File: src/hdl/macp_pkg.sv
// ----------------------------------------------------------------------------
// macp_pkg
// shared types and constants of the address text parser
// ----------------------------------------------------------------------------
package macp_pkg;

    localparam int unsigned CHAR_W = 8;
    localparam int unsigned ADDR_W = 48;
    localparam int unsigned STAT_W = 3;
    localparam int unsigned IDX_W  = 3;

    localparam logic [CHAR_W-1:0] CHAR_NUL   = 8'h00;
    localparam logic [CHAR_W-1:0] CHAR_COLON = 8'h3A;
    localparam logic [CHAR_W-1:0] CHAR_DASH  = 8'h2D;

    typedef enum logic [STAT_W-1:0] {
        ST_OK            = 3'd0,
        ST_OUT_OF_RANGE  = 3'd1,
        ST_MISSING_FIELD = 3'd2,
        ST_INVALID_CHAR  = 3'd3,
        ST_INVALID_SEP   = 3'd4,
        ST_EXCESS        = 3'd5
    } status_t;

    typedef struct packed {
        logic       is_digit;
        logic [3:0] digit;
        logic       is_colon;
        logic       is_dash;
        logic       is_nul;
    } char_class_t;

endpackage

File: src/hdl/macp_classify.sv
// ----------------------------------------------------------------------------
// macp_classify
// sorts one text character into hex digit, separator or terminator
// ----------------------------------------------------------------------------
module macp_classify (
    input  logic [macp_pkg::CHAR_W-1:0] char_in,
    output macp_pkg::char_class_t       cls
);

    logic [macp_pkg::CHAR_W-1:0] off_num;
    logic [macp_pkg::CHAR_W-1:0] off_lo;
    logic [macp_pkg::CHAR_W-1:0] off_up;

    always_comb begin
        off_num = char_in - 8'h30;
        off_lo  = char_in - 8'h61;
        off_up  = char_in - 8'h41;
        cls          = '0;
        cls.is_colon = (char_in == macp_pkg::CHAR_COLON);
        cls.is_dash  = (char_in == macp_pkg::CHAR_DASH);
        cls.is_nul   = (char_in == macp_pkg::CHAR_NUL);
        if (char_in >= 8'h30 && char_in <= 8'h39) begin
            cls.is_digit = 1'b1;
            cls.digit    = off_num[3:0];
        end else if (char_in >= 8'h61 && char_in <= 8'h66) begin
            cls.is_digit = 1'b1;
            cls.digit    = 4'd10 + off_lo[3:0];
        end else if (char_in >= 8'h41 && char_in <= 8'h46) begin
            cls.is_digit = 1'b1;
            cls.digit    = 4'd10 + off_up[3:0];
        end
    end

endmodule

File: src/hdl/macp_parser.sv
// ----------------------------------------------------------------------------
// macp_parser
// field and separator state, error detection and the result register
// ----------------------------------------------------------------------------
module macp_parser #(
    parameter int unsigned FIELD_COUNT = 6
) (
    input  logic                          aclk,
    input  logic                          aresetn,
    input  logic                          advance,
    input  logic                          item_fire,
    input  macp_pkg::char_class_t         cls,
    output logic                          res_valid,
    output macp_pkg::status_t             res_status,
    output logic [macp_pkg::ADDR_W-1:0]   res_address
);

    localparam logic [macp_pkg::IDX_W-1:0] LAST_FIELD = macp_pkg::IDX_W'(FIELD_COUNT - 1);

    logic [macp_pkg::IDX_W-1:0]  field_index_reg, field_index_next;
    logic [7:0]                  field_value_reg, field_value_next;
    logic                        digit_seen_reg, digit_seen_next;
    logic                        dash_sep_reg, dash_sep_next;
    logic [macp_pkg::ADDR_W-1:0] addr_reg, addr_next;
    logic                        discard_reg, discard_next;
    logic                        res_valid_reg;
    macp_pkg::status_t           status_reg;
    logic [macp_pkg::ADDR_W-1:0] address_reg;

    logic                        emit;
    macp_pkg::status_t           emit_status;
    logic [macp_pkg::ADDR_W-1:0] addr_shift;

    always_comb begin
        field_index_next = field_index_reg;
        field_value_next = field_value_reg;
        digit_seen_next  = digit_seen_reg;
        dash_sep_next    = dash_sep_reg;
        addr_next        = addr_reg;
        discard_next     = discard_reg;
        emit             = 1'b0;
        emit_status      = macp_pkg::ST_OK;
        addr_shift       = {addr_reg[macp_pkg::ADDR_W-9:0], field_value_reg};

        if (discard_reg) begin
            if (cls.is_nul) begin
                discard_next = 1'b0;
            end
        end else if (cls.is_digit) begin
            if (field_value_reg[7:4] != 4'd0) begin
                emit        = 1'b1;
                emit_status = macp_pkg::ST_OUT_OF_RANGE;
            end else begin
                field_value_next = {field_value_reg[3:0], cls.digit};
                digit_seen_next  = 1'b1;
            end
        end else if (!digit_seen_reg) begin
            emit        = 1'b1;
            emit_status = macp_pkg::ST_MISSING_FIELD;
        end else if (field_index_reg == '0) begin
            if (cls.is_colon) begin
                dash_sep_next = 1'b0;
            end else if (cls.is_dash) begin
                dash_sep_next = 1'b1;
            end else begin
                emit        = 1'b1;
                emit_status = macp_pkg::ST_INVALID_CHAR;
            end
        end else if (field_index_reg < LAST_FIELD) begin
            if (dash_sep_reg ? !cls.is_dash : !cls.is_colon) begin
                emit        = 1'b1;
                emit_status = macp_pkg::ST_INVALID_SEP;
            end
        end else begin
            emit        = 1'b1;
            emit_status = cls.is_nul ? macp_pkg::ST_OK : macp_pkg::ST_EXCESS;
        end

        // field closed by a good separator
        if (!discard_reg && !cls.is_digit && !emit) begin
            addr_next        = addr_shift;
            field_index_next = field_index_reg + 1'b1;
            field_value_next = '0;
            digit_seen_next  = 1'b0;
        end

        if (emit) begin
            field_index_next = '0;
            field_value_next = '0;
            digit_seen_next  = 1'b0;
            dash_sep_next    = 1'b0;
            addr_next        = '0;
            discard_next     = !cls.is_nul;
        end
    end

    always_ff @(posedge aclk) begin
        if (!aresetn) begin
            field_index_reg <= '0;
            field_value_reg <= '0;
            digit_seen_reg  <= 1'b0;
            dash_sep_reg    <= 1'b0;
            addr_reg        <= '0;
            discard_reg     <= 1'b0;
            res_valid_reg   <= 1'b0;
        end else if (advance) begin
            res_valid_reg <= item_fire && emit;
            if (item_fire) begin
                field_index_reg <= field_index_next;
                field_value_reg <= field_value_next;
                digit_seen_reg  <= digit_seen_next;
                dash_sep_reg    <= dash_sep_next;
                addr_reg        <= addr_next;
                discard_reg     <= discard_next;
            end
        end
    end

    always_ff @(posedge aclk) begin
        if (advance && item_fire && emit) begin
            status_reg  <= emit_status;
            address_reg <= (emit_status == macp_pkg::ST_OK) ? addr_shift : '0;
        end
    end

    assign res_valid   = res_valid_reg;
    assign res_status  = status_reg;
    assign res_address = address_reg;

endmodule

File: src/hdl/mac_address_text_parser_top.sv
// ----------------------------------------------------------------------------
// mac_address_text_parser_top
// streaming parser of hardware address text into a 48-bit address
// ----------------------------------------------------------------------------
// One character is taken per beat and a new beat can be accepted every clock
// cycle unless the result side stalls; a zero character ends a string. Each
// character passes an input register and then the parse step, which updates
// the field state and loads the result register. A string gives one result:
// status ok with the address on its terminator, or the first error at the
// offending character, after which characters are dropped up to the next
// terminator. Backpressure on the result side stalls both registers together.
module mac_address_text_parser_top #(
    parameter int unsigned FIELD_COUNT = 6
) (
    input  logic        aclk,
    input  logic        aresetn,
    input  logic        s_tvalid,
    output logic        s_tready,
    input  logic [7:0]  s_tdata,   // character
    output logic        m_tvalid,
    input  logic        m_tready,
    output logic [55:0] m_tdata    // status [2:0], address [50:3], zero pad
);

    logic                        in_valid_reg;
    logic [macp_pkg::CHAR_W-1:0] in_char_reg;
    logic                        advance;
    logic                        item_fire;
    macp_pkg::char_class_t       cls;
    logic                        res_valid;
    macp_pkg::status_t           res_status;
    logic [macp_pkg::ADDR_W-1:0] res_address;

    assign advance   = !res_valid || m_tready;
    assign item_fire = in_valid_reg;
    assign s_tready  = !in_valid_reg || advance;

    always_ff @(posedge aclk) begin
        if (!aresetn) begin
            in_valid_reg <= 1'b0;
        end else if (s_tready) begin
            in_valid_reg <= s_tvalid;
        end
    end

    always_ff @(posedge aclk) begin
        if (s_tready && s_tvalid) begin
            in_char_reg <= s_tdata;
        end
    end

    macp_classify u_classify (
        .char_in (in_char_reg),
        .cls     (cls)
    );

    macp_parser #(
        .FIELD_COUNT (FIELD_COUNT)
    ) u_parser (
        .aclk        (aclk),
        .aresetn     (aresetn),
        .advance     (advance),
        .item_fire   (item_fire),
        .cls         (cls),
        .res_valid   (res_valid),
        .res_status  (res_status),
        .res_address (res_address)
    );

    assign m_tvalid = res_valid;
    assign m_tdata  = {5'd0, res_address, res_status};

    // an error result never carries an address
    assert property (@(posedge aclk) disable iff (!aresetn)
        (m_tvalid && m_tdata[2:0] != macp_pkg::ST_OK) |-> (m_tdata[50:3] == '0))
        else $error("error result with nonzero address");

    // status code stays within the defined set
    assert property (@(posedge aclk) disable iff (!aresetn)
        m_tvalid |-> (m_tdata[2:0] <= macp_pkg::ST_EXCESS))
        else $error("undefined status code");

    // an empty result register never blocks the input side
    assert property (@(posedge aclk) disable iff (!aresetn)
        !m_tvalid |-> s_tready)
        else $error("input stalled while result register empty");

    // a stalled result keeps the pipeline frozen
    assert property (@(posedge aclk) disable iff (!aresetn)
        (m_tvalid && !m_tready && in_valid_reg) |-> !s_tready)
        else $error("input accepted while pipeline stalled");

endmodule
File: config.mk
export PLATFORM = sky130hd
export DESIGN_NAME = mac_address_text_parser_top
export DESIGN_NICKNAME = d
export VERILOG_FILES = /design/src/hdl/macp_pkg.sv /design/src/hdl/macp_classify.sv /design/src/hdl/macp_parser.sv /design/src/hdl/mac_address_text_parser_top.sv
export SDC_FILE = /design/constraint.sdc
export NUM_CORES = 1
export LEC_CHECK = 0
export ABC_CLOCK_PERIOD_IN_PS = 5300
export BUFFER_PORTS_ARGS = -buffer_cell sky130_fd_sc_hd__clkbuf_2
export CORE_MARGIN = 1
export CORE_UTILIZATION = 51
export DETAILED_ROUTE_END_ITERATION = 7
export HOLD_SLACK_MARGIN = 0.05
export PLACE_DENSITY = 0.74
export SYNTH_ARGS = -nofsm -noshare
export SYNTH_HDL_FRONTEND = slang
export SYNTH_HIERARCHICAL = 1
export SYNTH_SLANG_ARGS = --single-unit
File: constraint.sdc
create_clock -name aclk -period 5.3 [get_ports aclk]
set_clock_uncertainty 0.2 [all_clocks]
set_input_delay 0.265 -clock aclk [delete_from_list [all_inputs] [get_ports aclk]]
set_output_delay 0.265 -clock aclk [all_outputs]
set_load 0.05 [all_outputs]
==> flow_summary.ini <==
[grt]
grt_start_max_net_pins = 52
antenna_found_initial = 0
grt_pass1_vias = 2674
grt_pass1_wl_um = 12800
grtUsageTotal_pct = 19.1
overflow = 0

[worst_setup_path]
critPathArrivalTime_ns = 3.69
critPathKind = reg2reg
crit_path_end_kind = register
cp_max_fo = 51
start_kind = register
required_ns = 5.22

[sta]
hold_ws_ns = 0.271
fin_crit_sh_pct = 71.3
post-route-min-period_ns = 3.78
tightest_slew_ns = 1.07
slew_viol_final = 0
max_clock_freq_ghz = 0.265
setup_viol = 0
slew_headroom_pct = 28.7
hold_viol_final = 0
rsz0062_at_grt = no
fin_setup_tns_ns = 0

[clock_network]
cts_setup_buffers = 0
clock-root-buffer = clkbuf_8
insertion_delay_ns = 0.51
ctsResizeCount = 0
cts-buffers-inserted = 17
hold_buffers = 12
htree_levels = 4
cts.sinks = 115
clk_pin_slew_ns = 0.06
cts_tree = done
clockBufferDepth = 2

[routing]
viasPerCell = 5.40
drt_first_iter_violations = 135
wl_per_cell_um = 15.6
ant_nets = 0
num_vias = 2843
drt-total-wl_um = 8230
drc = 0
first_pass_iters = 4

[synth]
syn_inst = 324
synth_edf_count = 59
yosysWarnings = 6
synthArstFlopShare_pct = 0
synth.area.top_cells = edfxtp_1, dfxtp_1, a22o_1
seq_area_frac_synth_pct = 63.8
avgSynthCellArea_um2 = 14.0
synth_area_um2 = 4540
synth.largest_area_cell = edfxtp_1
yosys.cell_types.count = 53
synth_flop_cell = edfxtp_1
synth_top_area_share_pct = 39.1
ys_ff_latch = 115

[status]
status = finished, final reports clean

[finish]
final_cells = 526
largest_reg_flops = 48
final_common_cell = clkbuf_2
final_cell_mix = clkbuf_2, edfxtp_1, dfxtp_1
layout-drive-gt1-share_pct = 33.0
fin_nets = 423
area_growth_pct = 23.6
finalInstanceArea_um2 = 5610
antenna_cells = 0

[run]
max_cap_violations = 0

[placed_design]
portBuffers = 64
dp_cells = 482
dpl-instance-area_um2 = 4880
dp_hpwl_um = 5020
gp_congestion = 0.924

[die]
die_h_um = 96.3
start_util_pct = 52.3
std_cell_rows = 34
core_um2 = 8680
fp.dieArea_um2 = 9270
dieWidth_um = 96.3
io_pins = 70

[power_and_ir_drop]
fin_total_pwr_mw = 2.25
ir_worst_vdd_uv = 272
p_leak_nw = 2.26
pwr_density_cell_nw_per_um2 = 402

[min_path]
hold_class = reg2reg
-- final cells by class --
cell class              count  area, µm²
clock buffers              18        428
clock inverters            14        178
fillers                   656       3070
inverters                  12       45.0
multi-input cells         181       1470
flip-flops and latches    115       2890
well taps                 108        135
repair buffers             78        455
-- synth_stat cells, types with 5 or more instances --
cell type  count
a22o_1        49
and2_1        28
and2_4        21
buf_2          5
buf_4          5
buf_6          7
dfxtp_1       56
edfxtp_1      59
ha_1           6
inv_1         12
nor2_1         8
nor2b_1        5
-- path summary, 6_finish.rpt --
check,start,endpoint,slack [ns],cells after the start
max,in_char_reg[4],u_parser/res_address[0],1.52,7
min,u_parser/addr_reg[32],u_parser/addr_reg[32],0.27,1
max reg2reg,in_char_reg[4],u_parser/res_address[0],1.52,7
min reg2reg,u_parser/addr_reg[32],u_parser/addr_reg[32],0.27,1
-- layer usage --
layer / global-route usage (%) / up-vias / part of all wire (%)
met5: 0 / - / 0
met4: 8.58 / 0 / 1.7
met3: 6.95 / 13 / 5.9
met2: 32.0 / 101 / 50
met1: 21.7 / 1364 / 42
li1: - / 1365 / -
-- kinds of logic after synthesis --
logic type	after synthesis	synth area share [%]
buf+inv	32	4.36
simple gates	97	15.8
fa+ha+maj	6	1.66
compound gates	71	13.7
mux	2	0.579
other cells	1	0.0827
flops	115	63.8
-- worst max-delay path: stages, from the launching register on --
cell and delay, ns:
edfxtp_1 0.45, or4b_4 0.57, a311o_2 0.41, o21ai_0 0.30, nor2b_1 0.22, o2111a_1 0.23
nand2b_1 0.20, inv_2 0.77
-- report_power, final --
| group | switching (mW) | internal [mW] |
|---|---|---|
| clock network | 0.402 | 0.732 |
| registers | 0.0112 | 0.958 |
| logic | 0.116 | 0.0318 |
| total | 0.529 | 1.72 |
-- per-stage QoR --
stage                     util (%)  setup WS [ns]
after CTS                     64.6           1.52
after global routing          64.6           1.20
after detailed placement      56.2           1.55
after global placement        56.2           1.70
final                         64.6           1.52
after floorplan                  -           1.56
Power figures use the tool's default switching activity.
